**src/svptw_pkg.sv**
```systemverilog
// Shared types and constants for the Sv48 page table walker.
// No dependencies; every other file in src imports this package.
package svptw_pkg;

	localparam int VA_W       = 64;
	localparam int ADDR_W     = 56;
	localparam int PPN_W      = 44;
	localparam int PPN_LSB    = 10;
	localparam int INDEX_BITS = 9;
	localparam int PAGE_SHIFT = 12;
	localparam int APB_DW     = 64;
	localparam int APB_AW     = 5;

	localparam logic MODE_REQ  = 1'b0;
	localparam logic MODE_RESP = 1'b1;

	localparam logic KIND_READ  = 1'b0;
	localparam logic KIND_FINAL = 1'b1;

	localparam logic [1:0] ST_OK       = 2'd0;
	localparam logic [1:0] ST_RANGE    = 2'd1;
	localparam logic [1:0] ST_NOTFOUND = 2'd2;

	localparam logic [1:0] REG_ROOT = 2'd0;
	localparam logic [1:0] REG_BASE = 2'd1;
	localparam logic [1:0] REG_SIZE = 2'd2;

	typedef struct packed {
		logic [ADDR_W-1:0] root_table_addr;
		logic [VA_W-1:0]   window_base;
		logic [VA_W-1:0]   window_size;
	} cfg_t;

	typedef struct packed {
		logic            mode;
		logic [VA_W-1:0] virt_addr;
		logic [VA_W-1:0] entry_data;
	} req_t;

	typedef struct packed {
		logic              kind;
		logic [ADDR_W-1:0] read_addr;
		logic [1:0]        status;
		logic [ADDR_W-1:0] phys_addr;
		logic [1:0]        leaf_level;
		logic              perm_read;
		logic              perm_write;
		logic              perm_exec;
		logic              perm_user;
	} rsp_t;

endpackage

```
**src/svptw_req_if.sv**
```systemverilog
// Input channel: translate requests and memory responses.
// Depends on svptw_pkg for field widths.
interface svptw_req_if;
	import svptw_pkg::*;

	logic            valid;
	logic            ready;
	logic            mode;
	logic [VA_W-1:0] virt_addr;
	logic [VA_W-1:0] entry_data;

	modport source (output valid, mode, virt_addr, entry_data, input ready);
	modport sink (input valid, mode, virt_addr, entry_data, output ready);
endinterface

```
**src/svptw_rsp_if.sv**
```systemverilog
// Output channel: memory read requests and final translation results.
// Depends on svptw_pkg for field widths.
interface svptw_rsp_if;
	import svptw_pkg::*;

	logic              valid;
	logic              ready;
	logic              kind;
	logic [ADDR_W-1:0] read_addr;
	logic [1:0]        status;
	logic [ADDR_W-1:0] phys_addr;
	logic [1:0]        leaf_level;
	logic              perm_read;
	logic              perm_write;
	logic              perm_exec;
	logic              perm_user;

	modport source (output valid, kind, read_addr, status, phys_addr, leaf_level,
		perm_read, perm_write, perm_exec, perm_user, input ready);
	modport sink (input valid, kind, read_addr, status, phys_addr, leaf_level,
		perm_read, perm_write, perm_exec, perm_user, output ready);
endinterface

```
**src/svptw_cfg.sv**
```systemverilog
// APB register block: root table address, window base and window size.
// Depends on svptw_pkg.
module svptw_cfg (
	input  logic                          clk,
	input  logic                          arst_n,
	input  logic                          psel,
	input  logic                          penable,
	input  logic                          pwrite,
	input  logic [svptw_pkg::APB_AW-1:0]  paddr,
	input  logic [svptw_pkg::APB_DW-1:0]  pwdata,
	output logic [svptw_pkg::APB_DW-1:0]  prdata,
	output logic                          pready,
	output svptw_pkg::cfg_t               cfg
);
	import svptw_pkg::*;

	logic [ADDR_W-1:0] root_q;
	logic [VA_W-1:0]   base_q;
	logic [VA_W-1:0]   size_q;
	logic [1:0]        reg_idx;
	logic              wr_en;

	assign reg_idx = paddr[4:3];
	assign wr_en   = psel & penable & pwrite;
	assign pready  = 1'b1;

	always_ff @(posedge clk or negedge arst_n) begin
		if (!arst_n) begin
			root_q <= '0;
			base_q <= '0;
			size_q <= '0;
		end else if (wr_en) begin
			unique case (reg_idx)
				REG_ROOT: root_q <= pwdata[ADDR_W-1:0];
				REG_BASE: base_q <= pwdata;
				REG_SIZE: size_q <= pwdata;
				default: ;
			endcase
		end
	end

	always_comb begin
		unique case (reg_idx)
			REG_ROOT: prdata = APB_DW'(root_q);
			REG_BASE: prdata = base_q;
			REG_SIZE: prdata = size_q;
			default:  prdata = '0;
		endcase
	end

	assign cfg.root_table_addr = root_q;
	assign cfg.window_base     = base_q;
	assign cfg.window_size     = size_q;
endmodule

```
**src/svptw_walk.sv**
```systemverilog
// Walk state and combinational step logic: window check, entry address,
// entry decode and result formation. Depends on svptw_pkg.
module svptw_walk #(
	parameter int LEVELS = 4
) (
	input  logic            clk,
	input  logic            arst_n,
	input  logic            advance,
	input  svptw_pkg::req_t item,
	input  svptw_pkg::cfg_t cfg,
	output logic            has_result,
	output svptw_pkg::rsp_t result,
	output logic            walk_busy
);
	import svptw_pkg::*;

	localparam int               LVL_W   = $clog2(LEVELS);
	localparam logic [LVL_W-1:0] TOP_LVL = LVL_W'(LEVELS - 1);

	logic              busy_q, busy_d;
	logic [LVL_W-1:0]  level_q, level_d;
	logic [VA_W-1:0]   vaddr_q, vaddr_d;

	logic [VA_W-1:0]       last;
	logic                  in_window;
	logic [ADDR_W-1:0]     ppn_base;
	logic                  ent_v;
	logic                  is_ptr;
	logic [ADDR_W-1:0]     tbl;
	logic [VA_W-1:0]       idx_va;
	logic [LVL_W-1:0]      idx_lvl;
	logic [INDEX_BITS-1:0] idx;
	logic [ADDR_W-1:0]     rd_addr;
	logic [ADDR_W-1:0]     pmask;

	assign last      = cfg.window_base + cfg.window_size - VA_W'(1);
	assign in_window = (item.virt_addr >= cfg.window_base) && (item.virt_addr <= last);
	assign ppn_base  = {item.entry_data[PPN_LSB +: PPN_W], {PAGE_SHIFT{1'b0}}};
	assign ent_v     = item.entry_data[0];
	assign is_ptr    = (item.entry_data[3:1] == 3'b000);

	always_comb begin
		if (item.mode == MODE_REQ) begin
			tbl     = cfg.root_table_addr;
			idx_va  = item.virt_addr;
			idx_lvl = TOP_LVL;
		end else begin
			tbl     = ppn_base;
			idx_va  = vaddr_q;
			idx_lvl = level_q - LVL_W'(1);
		end
	end

	always_comb begin
		idx   = '0;
		pmask = '0;
		for (int l = 0; l < LEVELS; l++) begin
			if (idx_lvl == LVL_W'(l))
				idx = idx_va[PAGE_SHIFT + INDEX_BITS*l +: INDEX_BITS];
			if (level_q == LVL_W'(l))
				pmask = ADDR_W'((64'd1 << (PAGE_SHIFT + INDEX_BITS*l)) - 64'd1);
		end
	end

	assign rd_addr = tbl + ADDR_W'({idx, 3'b000});

	always_comb begin
		busy_d     = busy_q;
		level_d    = level_q;
		vaddr_d    = vaddr_q;
		has_result = 1'b0;
		result     = '0;
		if (item.mode == MODE_REQ) begin
			has_result = 1'b1;
			level_d    = TOP_LVL;
			if (!in_window) begin
				busy_d        = 1'b0;
				result.kind   = KIND_FINAL;
				result.status = ST_RANGE;
			end else begin
				busy_d           = 1'b1;
				vaddr_d          = item.virt_addr;
				result.kind      = KIND_READ;
				result.read_addr = rd_addr;
			end
		end else if (busy_q) begin
			has_result = 1'b1;
			priority if (!ent_v || (is_ptr && level_q == '0)) begin
				busy_d        = 1'b0;
				level_d       = TOP_LVL;
				result.kind   = KIND_FINAL;
				result.status = ST_NOTFOUND;
			end else if (is_ptr) begin
				level_d          = idx_lvl;
				result.kind      = KIND_READ;
				result.read_addr = rd_addr;
			end else begin
				busy_d            = 1'b0;
				level_d           = TOP_LVL;
				result.kind       = KIND_FINAL;
				result.status     = ST_OK;
				result.phys_addr  = ppn_base | (vaddr_q[ADDR_W-1:0] & pmask);
				result.leaf_level = level_q[1:0];
				result.perm_read  = item.entry_data[1];
				result.perm_write = item.entry_data[2];
				result.perm_exec  = item.entry_data[3];
				result.perm_user  = item.entry_data[4];
			end
		end
	end

	always_ff @(posedge clk or negedge arst_n) begin
		if (!arst_n) begin
			busy_q  <= 1'b0;
			level_q <= TOP_LVL;
			vaddr_q <= '0;
		end else if (advance) begin
			busy_q  <= busy_d;
			level_q <= level_d;
			vaddr_q <= vaddr_d;
		end
	end

	assign walk_busy = busy_q;
endmodule

```
**src/sv48_page_table_walker_core.sv**
```systemverilog
// Sv48 page table walker top level: input register, walk step, result register.
// Depends on svptw_pkg, svptw_req_if, svptw_rsp_if, svptw_cfg, svptw_walk.
//
// Usage:
//   req carries either a translate request (mode 0, virt_addr) or a memory
//   response (mode 1, entry_data) for the last read request issued.
//   rsp carries either a read request (kind 0, read_addr) for the memory
//   side, or a final result (kind 1, status, phys_addr, level, permissions).
//   A response that arrives with no walk in progress gives no item on rsp.
//   A new request while a walk is in progress drops that walk.
//   Config (root table, window base, window size) is written over APB at
//   byte addresses 0, 8, 16 while the walker is idle; pready is tied high.
// Timing:
//   An item on req passes through the input register and then the result
//   register before it reaches rsp. Throughput is one item per cycle while rsp
//   is not stalled; the step logic between the two registers is combinational.
// Reset and stalls:
//   arst_n clears the config, the walk state and both valid flags.
//   When rsp is stalled the result register holds; one more item waits in the
//   input register, after which req.ready drops until rsp drains.
module sv48_page_table_walker_core #(
	parameter int LEVELS = 4
) (
	input  logic                         clk,
	input  logic                         arst_n,
	svptw_req_if.sink                    req,
	svptw_rsp_if.source                  rsp,
	input  logic                         psel,
	input  logic                         penable,
	input  logic                         pwrite,
	input  logic [svptw_pkg::APB_AW-1:0] paddr,
	input  logic [svptw_pkg::APB_DW-1:0] pwdata,
	output logic [svptw_pkg::APB_DW-1:0] prdata,
	output logic                         pready
);
	import svptw_pkg::*;

	cfg_t cfg;
	req_t item_s1;
	logic valid_s1;
	rsp_t rsp_s2;
	logic valid_s2;
	logic advance;
	logic has_result;
	rsp_t result;
	logic walk_busy;

	svptw_cfg u_cfg (
		.clk     (clk),
		.arst_n  (arst_n),
		.psel    (psel),
		.penable (penable),
		.pwrite  (pwrite),
		.paddr   (paddr),
		.pwdata  (pwdata),
		.prdata  (prdata),
		.pready  (pready),
		.cfg     (cfg)
	);

	svptw_walk #(.LEVELS(LEVELS)) u_walk (
		.clk        (clk),
		.arst_n     (arst_n),
		.advance    (advance),
		.item       (item_s1),
		.cfg        (cfg),
		.has_result (has_result),
		.result     (result),
		.walk_busy  (walk_busy)
	);

	assign advance   = valid_s1 && (!valid_s2 || rsp.ready);
	assign req.ready = !valid_s1 || advance;

	always_ff @(posedge clk or negedge arst_n) begin
		if (!arst_n) begin
			valid_s1 <= 1'b0;
			valid_s2 <= 1'b0;
		end else begin
			if (req.ready)
				valid_s1 <= req.valid;
			if (advance)
				valid_s2 <= has_result;
			else if (rsp.ready)
				valid_s2 <= 1'b0;
		end
	end

	always_ff @(posedge clk) begin
		if (req.valid && req.ready) begin
			item_s1.mode       <= req.mode;
			item_s1.virt_addr  <= req.virt_addr;
			item_s1.entry_data <= req.entry_data;
		end
		if (advance && has_result)
			rsp_s2 <= result;
	end

	assign rsp.valid      = valid_s2;
	assign rsp.kind       = rsp_s2.kind;
	assign rsp.read_addr  = rsp_s2.read_addr;
	assign rsp.status     = rsp_s2.status;
	assign rsp.phys_addr  = rsp_s2.phys_addr;
	assign rsp.leaf_level = rsp_s2.leaf_level;
	assign rsp.perm_read  = rsp_s2.perm_read;
	assign rsp.perm_write = rsp_s2.perm_write;
	assign rsp.perm_exec  = rsp_s2.perm_exec;
	assign rsp.perm_user  = rsp_s2.perm_user;

	a_read_while_busy: assert property (@(posedge clk) disable iff (!arst_n)
		valid_s2 && rsp_s2.kind == KIND_READ |-> walk_busy)
		else $error("read request pending with no walk in progress");

	a_final_idle: assert property (@(posedge clk) disable iff (!arst_n)
		valid_s2 && rsp_s2.kind == KIND_FINAL |-> !walk_busy)
		else $error("final result pending while walk still busy");

	a_stall_source: assert property (@(posedge clk) disable iff (!arst_n)
		!req.ready |-> valid_s1 && valid_s2 && !rsp.ready)
		else $error("input stalled without a full pipeline");
endmodule

```
**src/flat_wrapper.sv**
```systemverilog
// flat-port wrapper written by rule: the top's interface ports become plain ports
module sv48_page_table_walker_core_flat import svptw_pkg::*;
#(
	parameter int LEVELS = 4
)
  (clk, arst_n, psel, penable, pwrite, paddr, pwdata, prdata, pready, req_valid, req_mode, req_virt_addr, req_entry_data, req_ready, rsp_valid, rsp_kind, rsp_read_addr, rsp_status, rsp_phys_addr, rsp_leaf_level, rsp_perm_read, rsp_perm_write, rsp_perm_exec, rsp_perm_user, rsp_ready);
  svptw_req_if req_i ();
  svptw_rsp_if rsp_i ();
  input  logic clk;
  input  logic arst_n;
  input  logic psel;
  input  logic penable;
  input  logic pwrite;
  input  logic [svptw_pkg::APB_AW-1:0] paddr;
  input  logic [svptw_pkg::APB_DW-1:0] pwdata;
  output logic [svptw_pkg::APB_DW-1:0] prdata;
  output logic pready;
  input wire logic [$bits(req_i.valid)-1:0] req_valid;
  input wire logic [$bits(req_i.mode)-1:0] req_mode;
  input wire logic [$bits(req_i.virt_addr)-1:0] req_virt_addr;
  input wire logic [$bits(req_i.entry_data)-1:0] req_entry_data;
  output wire logic [$bits(req_i.ready)-1:0] req_ready;
  output wire logic [$bits(rsp_i.valid)-1:0] rsp_valid;
  output wire logic [$bits(rsp_i.kind)-1:0] rsp_kind;
  output wire logic [$bits(rsp_i.read_addr)-1:0] rsp_read_addr;
  output wire logic [$bits(rsp_i.status)-1:0] rsp_status;
  output wire logic [$bits(rsp_i.phys_addr)-1:0] rsp_phys_addr;
  output wire logic [$bits(rsp_i.leaf_level)-1:0] rsp_leaf_level;
  output wire logic [$bits(rsp_i.perm_read)-1:0] rsp_perm_read;
  output wire logic [$bits(rsp_i.perm_write)-1:0] rsp_perm_write;
  output wire logic [$bits(rsp_i.perm_exec)-1:0] rsp_perm_exec;
  output wire logic [$bits(rsp_i.perm_user)-1:0] rsp_perm_user;
  input wire logic [$bits(rsp_i.ready)-1:0] rsp_ready;
  assign req_i.valid = req_valid;
  assign req_i.mode = req_mode;
  assign req_i.virt_addr = req_virt_addr;
  assign req_i.entry_data = req_entry_data;
  assign req_ready = req_i.ready;
  assign rsp_valid = rsp_i.valid;
  assign rsp_kind = rsp_i.kind;
  assign rsp_read_addr = rsp_i.read_addr;
  assign rsp_status = rsp_i.status;
  assign rsp_phys_addr = rsp_i.phys_addr;
  assign rsp_leaf_level = rsp_i.leaf_level;
  assign rsp_perm_read = rsp_i.perm_read;
  assign rsp_perm_write = rsp_i.perm_write;
  assign rsp_perm_exec = rsp_i.perm_exec;
  assign rsp_perm_user = rsp_i.perm_user;
  assign rsp_i.ready = rsp_ready;
  sv48_page_table_walker_core #(.LEVELS(LEVELS)) u_core (.clk(clk), .arst_n(arst_n), .req(req_i), .rsp(rsp_i), .psel(psel), .penable(penable), .pwrite(pwrite), .paddr(paddr), .pwdata(pwdata), .prdata(prdata), .pready(pready));
endmodule
```
**config.mk**
```make
export PLATFORM = sky130hd
export DESIGN_NAME = sv48_page_table_walker_core_flat
export DESIGN_NICKNAME = d
export VERILOG_FILES = /design/src/svptw_pkg.sv /design/src/svptw_req_if.sv /design/src/svptw_rsp_if.sv /design/src/svptw_cfg.sv /design/src/svptw_walk.sv /design/src/sv48_page_table_walker_core.sv /design/src/flat_wrapper.sv
export SDC_FILE = /design/constraint.sdc
export NUM_CORES = 1
export LEC_CHECK = 0
export ABC_AREA = 1
export BUFFER_PORTS_ARGS = -buffer_cell sky130_fd_sc_hd__buf_2
export CAP_MARGIN = 40
export CELL_PAD_IN_SITES_DETAIL_PLACEMENT = 1
export CELL_PAD_IN_SITES_GLOBAL_PLACEMENT = 1
export CORE_UTILIZATION = 48
export DETAILED_ROUTE_END_ITERATION = 7
export GPL_TIMING_DRIVEN = 1
export PLACE_DENSITY_LB_ADDON = 0.1
export REMOVE_ABC_BUFFERS = 1
export SLEW_MARGIN = 20
export SYNTH_ARGS = -nofsm -noshare
export SYNTH_HDL_FRONTEND = slang
export SYNTH_SLANG_ARGS = --single-unit
```
**constraint.sdc**
```tcl
create_clock -name clk -period 12.8 [get_ports clk]
set_input_delay 0.64 -clock clk [delete_from_list [all_inputs] [get_ports clk]]
set_output_delay 0.64 -clock clk [all_outputs]
set_load 0.02 [all_outputs]
```
==> results of run 1 <==
## worst max path at each step
stage / startpoint / to / slack, ns
global placement: u_core.u_cfg.base_q[1]$_DFFE_PN0P_ / u_core.u_walk.vaddr_q[41]$_DFFE_PN0P_ / 6.07
finish: u_core.u_cfg.base_q[1]$_DFFE_PN0P_ / u_core.u_walk.vaddr_q[32]$_DFFE_PN0P_ / 5.95
floorplan: paddr[3] / u_core.u_cfg.root_q[0]$_DFFE_PN0P_ / 7.11
CTS: u_core.u_cfg.base_q[1]$_DFFE_PN0P_ / u_core.u_walk.vaddr_q[32]$_DFFE_PN0P_ / 6.05
global route: u_core.u_cfg.base_q[1]$_DFFE_PN0P_ / u_core.u_walk.vaddr_q[32]$_DFFE_PN0P_ / 5.63
detailed placement: u_core.u_cfg.base_q[1]$_DFFE_PN0P_ / u_core.u_walk.vaddr_q[47]$_DFFE_PN0P_ / 6.13
## routing by layer
| metal | part of all wire (%) | wire (um) | track usage [%] | vias up |
|---|---|---|---|---|
| met5 | 0.011 | 12 | 0 | - |
| met1 | 41 | 45700 | 45.3 | 13300 |
| met3 | 5.5 | 6140 | 4.13 | 226 |
| li1 | - | - | - | 12100 |
| met4 | 4.2 | 4600 | 14.8 | 2 |
| met2 | 49 | 54300 | 60.8 | 906 |
## logic make-up after synthesis
kind of cell,count (synthesis)
flip-flops,472
AO/OA/AOI/OAI,614
adder cells (fa/ha/maj),268
other,1
AND/OR/NAND/NOR,1351
multiplexers,48
buffers and inverters,611
XOR/XNOR,91
## power breakdown
| part | internal (mW) | leakage, nW | switching [mW] | total [mW] |
|---|---|---|---|---|
| clock | 0.844 | 0.847 | 0.666 | 1.51 |
| sequential | 1.95 | 5.14 | 0.245 | 2.20 |
| combinational | 1.34 | 9.97 | 2.68 | 4.01 |
## flip-flops by register name (all words and copies together) (netlist names), 2 cells and up
register               flops
u_core.item_s1           114
u_core.rsp.leaf_level      2
u_core.rsp.phys_addr      56
u_core.rsp.read_addr      56
u_core.rsp.status          2
u_core.u_cfg.base_q       64
u_core.u_cfg.root_q       56
u_core.u_cfg.size_q       64
u_core.u_walk.level_q      2
u_core.u_walk.vaddr_q     48
## Yosys cell counts (all sizes together) (34+ instances only)
cell,number,area share (%)
nand2,807,10
o221ai,56,1.7
nand3,66,1.2
xor2,51,1.5
buf,34,0.85
xnor2,40,1.2
o21ai,237,4.3
nor2,373,4.9
mux2,47,1.8
nor3,36,0.79
dfrtp,235,20
clkbuf,64,0.82
a21oi,210,3.6
ha,266,11
edfxtp,235,24
inv,510,6.5
## critical path, stage by stage, from the launching register on
cell and delay, ns:
dfrtp_1 0.37, inv_1 0.13, ha_1 0.25, inv_1 0.07, ha_1 0.22, inv_1 0.10, fa_1 0.41, inv_1 0.07
nand3_1 0.06, nand2_1 0.19, a21boi_1 0.14, o21ai_1 0.38, a21boi_1 0.23, o21ai_1 0.59, nand3_1 0.25, nand3_1 0.13
nand2_1 0.08, ha_1 0.31, nand4_1 0.18, nor3_1 0.29, nor3b_2 0.40, nand4_1 0.14, nand2_1 0.26, nand3_1 0.22
nor2_4 0.62, buf_4 0.46, nand2_1 0.13, nand2_1 0.09
## cell usage in the layout, fill, tap and decap left out, types with 40 or more instances in the layout
cell type	instances
nand2_1	791
inv_1	495
buf_2	373
nor2_1	359
ha_1	266
edfxtp_1	235
dfrtp_1	235
o21ai_0	210
a21oi_1	209
nand3_1	63
o221ai_1	56
clkbuf_16	55
xor2_1	51
mux2_2	47
xnor2_1	40
## per-stage QoR
stage                     cells  setup WS, ns
after floorplan            3358          7.11
after global placement     4530          6.07
after detailed placement   4539          6.13
after CTS                  4637          6.05
after global routing       4645          5.63
final                      4647          5.95
## final cells by class
cell class / count / area, sq um / area share, %
inverter: 513 / 1930 / 5.73
timing repair buffer: 400 / 2190 / 6.50
tap: 782 / 978 / 2.90
clock buffer: 79 / 1560 / 4.61
clock inverter: 19 / 149 / 0.441
antenna: 9 / 22.5 / 0.0668
multi-input combinational: 2373 / 13900 / 41.2
sequential: 472 / 13000 / 38.5
==> metrics.txt, run 1 <==
relative slew slack=41.5%; clk slew on worst S/H paths=approximately 0.06 ns; clock latency on the worst-skew pair=roughly 0.64 ns; Hold WC Path Type=input port to asynchronous set/reset pin; f_max=146 MHz; status=finished, final reports clean; kind of critical path=flip-flop to flip-flop; share of layout cells above drive strength 1=15.9%; DR vias/cell=approximately 5.7; post-synthesis adder-cell area fraction=about 12%; setup bufs post-CTS=0; Resize count post-CTS=0; Remaining DRCs=0; clk_skew=0.0330 ns; per-cell routed wire length=around 24 um; Die Ht=249 um; Critical Path RT=13.38 ns; 1st-pass router iterations=6; total CTS buffers=52; Worst EP arrival=approximately 7.4 ns; Hold Slack=0.000975 ns; die width=249 um; final setup violation count=0; Final Wtd Congestion=0.952; Critical R2R Launch=u_core.u_cfg.base_q[1]$_DFFE_PN0P_; vias post-DR=between 20000 and 30000; drt total wl=111000 um; syn avg cell area=8.47 sq um; CP startpoint kind=flip-flop; Crit Path Max Fanout=28; Fin. Hold Viols=0; fin nets=approximately 4300; worst slew pin tran=0.878 ns; core area=60400 sq um; worst-case reg-to-reg path depth=27; Mapped Cells=3456; vias in the first global route=28100; Power Dens Cells=approximately 230 nW/um^2; initial antenna violation count=10; grt ovf=0; Fillers=7275; row cnt=90; Total GRT Usage=a little over a third; # port buffers=373; fin util=55.9%; Post-DP Area=32000 sq um; RSZ-0062 raised after global routing=false; reg2reg end=u_core.u_walk.vaddr_q[32]$_DFFE_PN0P_; global-route wire length before repair=around 170000 um; full die area=roughly 62000 sq um; overall power=7.72 mW; CTS root buf=clkbuf_16; num ports=393; Final Max Tran Viols=0; Ys Warns=0; ANT nets after route=0; hold buffers post-CTS=0; post-route setup TNS=0 ns; Post-DP HPWL=between 80000 and 90000 um; Clock Sinks=472; Synth Area in XOR/XNOR=2.72%; initial DRC count=1930; Yosys reg bits=472; max_cap viols=0; Post-Syn Area=roughly 30000 sq um; VDD IR max=0.144 mV; min cycle time layout=6.85 ns; CTS tree=yes; compound-cell area share of the yosys netlist=12.4%; H-Tree Depth=2; CP endpoint kind=flip-flop; Area growth syn-to-layout=15.2%; Netlist cell types=64; Initial Utilization=between 40% and 50%; largest net degree at the start of global routing=roughly 90; Seq/Total Area, Yosys=44.4%; main combinational cell family by area after synthesis=simple AND/OR/NAND/NOR gates; Post-Synth Simple-Gate Area=18.9%; Top FF cell, synth=edfxtp_1; design area=33700 sq um; Tcrit/Tclk final=around 54%; Lkg Pwr=between 15 and 20 nW; Post-synth EDFFs=about 240; Worst R2R Setup Slack=5.95 ns; multiplexer share of the synthesized area=1.85%; clk buf depth=3; Synth async-reset ratio=roughly half
No activity file was read; power rests on OpenSTA's default activity.
==> inputs of run 2 (changes only) <==
- CORE_UTILIZATION: 48 -> 44
- clock period: 12.8 -> 6.8 ns (I/O delays scaled with it)
==> run 2 against run 1 <==
Utilization fell by 1.8 points. Sequential power grew 89%. Sequential share of layout area down 2.0 points. Largest power group unchanged. First-iteration DRC count shrank 5.8%. Total power is 90% higher.
==> metrics.txt, run 2 (synthesis results as in run 1) <==
Internal Power=7.92 mW; per-cell routed wire length=roughly 24 um; ANT nets after route=0; min cycle time layout=6.28 ns; Fillers=around 7900; Register Area=between 10000 and 15000 sq um; vias in the first global route=around 29000; clk slew on worst S/H paths=0.07 ns; worst hold path depth=3; commonest cells after routing, fill and taps aside=nand2_1 (791), inv_1 (495), buf_2 (373); CTS root buf=clkbuf_16; Worst path slowest cell=nor2_4; Worst EP arrival=6.85 ns; Final Wtd Congestion=approximately 0.95; clk buf depth=3; fin cells=4897; grt ovf=0; row cnt=94; Worst R2R Setup Slack=0.52 ns; CP endpoint kind=flip-flop; overall power=14.7 mW; CP startpoint kind=flip-flop; Hold WC Path Type=input port to flip-flop; post-route setup TNS=0 ns; full die area=67600 sq um; clk_skew=about 0.058 ns; Power Dens Cells=412 nW/um^2; vias post-DR=26800; share of layout cells above drive strength 1=15.2%; core area=65900 sq um; 1st-pass router iterations=8; relative slew slack=35.4%; status=finished, final reports clean; worst-case reg-to-reg path depth=28; Tcrit/Tclk final=92.4%; Multi-input gate area=about 14000 sq um; f_max=159 MHz; RSZ-0062 raised after global routing=false; Clock power frac=19.8%; Net Sw Frac=46.0%; max reg flops=~110; Critical R2R Launch=u_core.u_cfg.base_q[1]$_DFFE_PN0P_; commonest non-fill, non-tap cell in the layout=nand2_1; clock latency on the worst-skew pair=0.63 ns; biggest regs=u_core.item_s1: 114 flops, u_core.u_cfg.base_q: 64 flops, u_core.u_cfg.size_q: 64 flops; final setup violation count=0; DR vias/cell=5.47; drt total wl=115000 um; Lkg Pwr=approximately 17 nW; Final Max Tran Viols=0; Post-DP HPWL=86200 um; Die Ht=260 um; num ports=393; Min-Delay Startpoint=pwdata[48]; Critical Path RT=7.36 ns; initial DRC count=1818; max_cap viols=0; crit-path max cell delay=between 0.5 and 0.6 ns; combinational power share=51.9%; kind of critical path=flip-flop to flip-flop; Seq pwr share=28.3%; largest net degree at the start of global routing=123; Total GRT Usage=33.9%; Remaining DRCs=0; Largest Register=u_core.item_s1; reg2reg end=u_core.u_walk.vaddr_q[38]$_DFFE_PN0P_; most used cell along the critical path=nand2_1; Crit Path Max Fanout=36; initial antenna violation count=5; Switch Pwr=6.74 mW; # port buffers=373; worst slew pin tran=0.968 ns; global-route wire length before repair=173000 um; H-Tree Depth=2; Placed Cells=4620; die width=260 um; Fin. Hold Viols=0; total CTS buffers=52; worst hold endpoint=u_core.u_cfg.base_q[48]$_DFFE_PN0P_; Clock Sinks=~470; CTS tree=yes; fin nets=4460; Initial Utilization=44.5%; VDD IR max=roughly 0.25 mV; Area growth syn-to-layout=21.6%
[run 2: per-stage QoR]
step | cell area [sq um] | hold slack, ns | util, % | worst slack, ns
floorplan | 28800 | 0.0444 | - | 1.41
global placement | 32000 | 0.462 | 48.5 | 0.725
detailed placement | 32100 | 0.468 | 48.7 | 0.383
CTS | 35600 | 0.00890 | 54.0 | 0.326
global route | 35600 | 0.0407 | 54.1 | 0.0793
finish | 35600 | 0.0366 | 54.1 | 0.515
[run 2: layer usage]
| layer | part of all wire [%] | up-vias | track usage [%] | routed length (um) |
|---|---|---|---|---|
| met3 | 5.3 | 207 | 4.04 | 6090 |
| met1 | 41 | 13300 | 43.1 | 47700 |
| li1 | - | 12500 | - | - |
| met2 | 49 | 835 | 58.6 | 56900 |
| met5 | 0.011 | - | 0 | 13 |
| met4 | 3.9 | 2 | 12.8 | 4520 |
[run 2: worst max path at each step]
stage	cells after the start	start	end	slack, ns
final	28	u_core.u_cfg.base_q[1]$_DFFE_PN0P_	u_core.u_walk.vaddr_q[38]$_DFFE_PN0P_	0.52
after global routing	28	u_core.u_cfg.base_q[1]$_DFFE_PN0P_	u_core.u_walk.vaddr_q[38]$_DFFE_PN0P_	0.08
after CTS	28	u_core.u_cfg.base_q[1]$_DFFE_PN0P_	u_core.rsp.read_addr[42]$_DFFE_PP_	0.33
after detailed placement	28	u_core.u_cfg.base_q[1]$_DFFE_PN0P_	u_core.rsp.read_addr[42]$_DFFE_PP_	0.38
after global placement	28	u_core.u_cfg.base_q[1]$_DFFE_PN0P_	u_core.rsp.read_addr[47]$_DFFE_PP_	0.72
after floorplan	3	paddr[3]	u_core.u_cfg.root_q[0]$_DFFE_PN0P_	1.41
[run 2: what timing repair did]
item                                    CTS  global route
endpoints found under the setup margin    0            87
buffers inserted                          0             0
gates resized for setup                   0             2
endpoints found under the hold margin   367             0
hold buffers                            175             0
[run 2: cell type report]
| class | instances | share of cell area (%) |
|---|---|---|
| multi-input combinational | 2373 | 39.1 |
| sequential | 472 | 36.5 |
| timing repair buffer | 575 | 11.1 |
| inverter | 513 | 5.43 |
| clock buffer | 85 | 4.43 |
| tap | 864 | 3.04 |
| clock inverter | 13 | 0.443 |
| antenna | 2 | 0.0141 |
[run 2: power groups by stage]
| stage | clock network (mW) | logic (mW) | registers, mW |
|---|---|---|---|
| finish | 2.91 | 7.61 | 4.15 |
| global route | 3.02 | 8.46 | 4.18 |
| CTS | 2.91 | 7.56 | 4.12 |
| detailed placement | 0 | 7.41 | 4.16 |
| global placement | 0 | 7.09 | 4.13 |
| floorplan | 0 | 4.79 | 4.15 |
[run 2: worst max-delay path: cells and delay by family (launching register included)]
kind,cells,cell delay [ns]
AND/OR/NAND/NOR,15,2.83
buffers and inverters,5,0.63
flip-flops,1,0.36
adder cells (fa/ha/maj),4,1.19
AO/OA/AOI/OAI,4,1.16
==> inputs of run 3 (changes only) <==
- CORE_ASPECT_RATIO: not set -> 0.5
==> run 3 against run 2 <==
Worst setup slack got worse by 0.0019 ns. Total power decreased by 0.79%. Maximum frequency hardly changed. Register-to-register slack is essentially flat. Cell area fell by 0.51%. Worst hold slack improved by 0.26 ns. Final cell count rose by 0.31%. Via count is essentially flat. Routed wire length down 2.2%. Critical path type unchanged. Highest routed layer unchanged.
==> metrics.txt, run 3 (synthesis results as in run 1) <==
status=finished, final reports clean; most used cell along the critical path=nand2_1; Crit Path Max Fanout=53; Hold WC Path Type=input port to asynchronous set/reset pin; final setup violation count=0; Worst EP arrival=between 6 and 7 ns; vias post-DR=26800; crit-path max cell delay=0.55 ns; setup bufs post-CTS=0; VDD IR max=0.225 mV; die width=367 um; clk buf depth=3; largest net degree at the start of global routing=149; drt total wl=113000 um; initial DRC count=approximately 2200; f_max=159 MHz; Fillers=7886; fin nets=approximately 4500; commonest non-fill, non-tap cell in the layout=nand2_1; Lkg Pwr=16.6 nW; Worst path slowest cell=o21ai_1; CP endpoint kind=flip-flop; fin util=54.2%; total CTS buffers=45; DR vias/cell=5.45; Largest Register=u_core.item_s1; Fin. Hold Viols=0; # port buffers=around 370; CP startpoint kind=flip-flop; vias in the first global route=27200; clk slew on worst S/H paths=0.07 ns; worst slew pin tran=1.03 ns; max reg flops=114; Final Wtd Congestion=~0.95; Power Dens Cells=411 nW/um^2; CTS root buf=clkbuf_16; Final Max Tran Viols=0; 1st-pass router iterations=7; hold buffers post-CTS=181; clk_skew=0.0414 ns; global-route wire length before repair=about 170000 um; per-cell routed wire length=22.9 um; full die area=approximately 68000 sq um; Die Ht=184 um; Register Area=13000 sq um; relative slew slack=31.1%; Critical Path RT=7.18 ns; share of layout cells above drive strength 1=15.0%; biggest regs=u_core.item_s1: 114 flops, u_core.u_cfg.base_q: 64 flops, u_core.u_cfg.size_q: 64 flops; min cycle time layout=6.29 ns; num ports=393; Area growth syn-to-layout=21.0%; max_cap viols=0; Tcrit/Tclk final=92.5%; commonest cells after routing, fill and taps aside=nand2_1 (791), inv_1 (495), buf_2 (373); ANT nets after route=0; row cnt=66; Resize count post-CTS=0; Placed Cells=roughly 4600; grt ovf=0; CTS tree=yes; clock latency on the worst-skew pair=0.64 ns; post-route setup TNS=0 ns; Initial Utilization=44.8%; worst-case reg-to-reg path depth=29; Multi-input gate area=13900 sq um; core area=65400 sq um; Remaining DRCs=0; initial antenna violation count=6; fin cells=~4900; RSZ-0062 raised after global routing=false; Clock Sinks=about 470; H-Tree Depth=2; Total GRT Usage=32.9%; kind of critical path=flip-flop to flip-flop; Post-DP HPWL=85100 um
run 3: cell types whose count changed in the layout (fill, tap and decap cells not counted), moves of 4 or more:
cell | before | now
clkbuf_8 | 13 | 7
buf_4 | 17 | 21
clkbuf_16 | 53 | 45
clkbuf_1 | 19 | 13
dlygate4sd3_1 | 175 | 181
run 3: critical path, delay by kind of cell, from the launching register on:
family / cells / cell delay [ns]
compound gates: 5 / 1.41
fa+ha+maj: 4 / 1.21
simple gates: 14 / 2.34
buf+inv: 6 / 0.65
flops: 1 / 0.37
run 3: layout make-up:
class / count / share of cell area [%]
inverters: 513 / 5.46
multi-input cells: 2373 / 39.3
repair buffers: 581 / 11.2
well taps: 884 / 3.12
clock buffers: 65 / 3.59
flip-flops and latches: 472 / 36.7
clock inverters: 19 / 0.699
diodes: 5 / 0.0353
run 3: routing by layer:
layer	share of wire [%]	track usage, %
met5	0.026	0
met4	1.9	6.57
met3	6.6	5.26
met2	44	51.1
met1	48	48.5
run 3: path summary, 6_finish.rpt:
check | startpoint | slack (ns) | endpoint
worst min-delay path | arst_n | 0.29 | u_core.u_cfg.size_q[3]$_DFFE_PN0P_
min in group clk | req_entry_data[48] | 0.41 | u_core.item_s1[48]$_DFFE_PP_
worst max register to register | u_core.u_cfg.base_q[1]$_DFFE_PN0P_ | 0.51 | u_core.rsp.read_addr[42]$_DFFE_PP_
worst max-delay path | u_core.u_cfg.base_q[1]$_DFFE_PN0P_ | 0.51 | u_core.rsp.read_addr[42]$_DFFE_PP_
worst min register to register | u_core.u_walk.vaddr_q[10]$_DFFE_PN0P_ | 0.48 | u_core.u_walk.vaddr_q[10]$_DFFE_PN0P_
max in group asynchronous | arst_n | 5.15 | u_core.u_cfg.size_q[30]$_DFFE_PN0P_
run 3: report_power, final:
group | switching, mW | internal (mW) | leakage (nW)
clock network | 1.23 | 1.47 | 0.742
logic | 5.13 | 2.57 | 10.7
registers | 0.471 | 3.67 | 5.14
total | 6.83 | 7.72 | 16.6
run 3: through the flow:
stage / hold slack (ns) / area [sq um] / worst slack (ns) / total power, mW
global route: 0.371 / 35400 / 0.111 / 15.5
global placement: 0.383 / 32000 / 0.918 / 11.3
floorplan: 0.0444 / 28800 / 1.41 / 8.94
CTS: 0.327 / 35400 / 0.716 / 14.4
detailed placement: 0.388 / 32100 / 0.747 / 11.6
finish: 0.293 / 35400 / 0.513 / 14.5
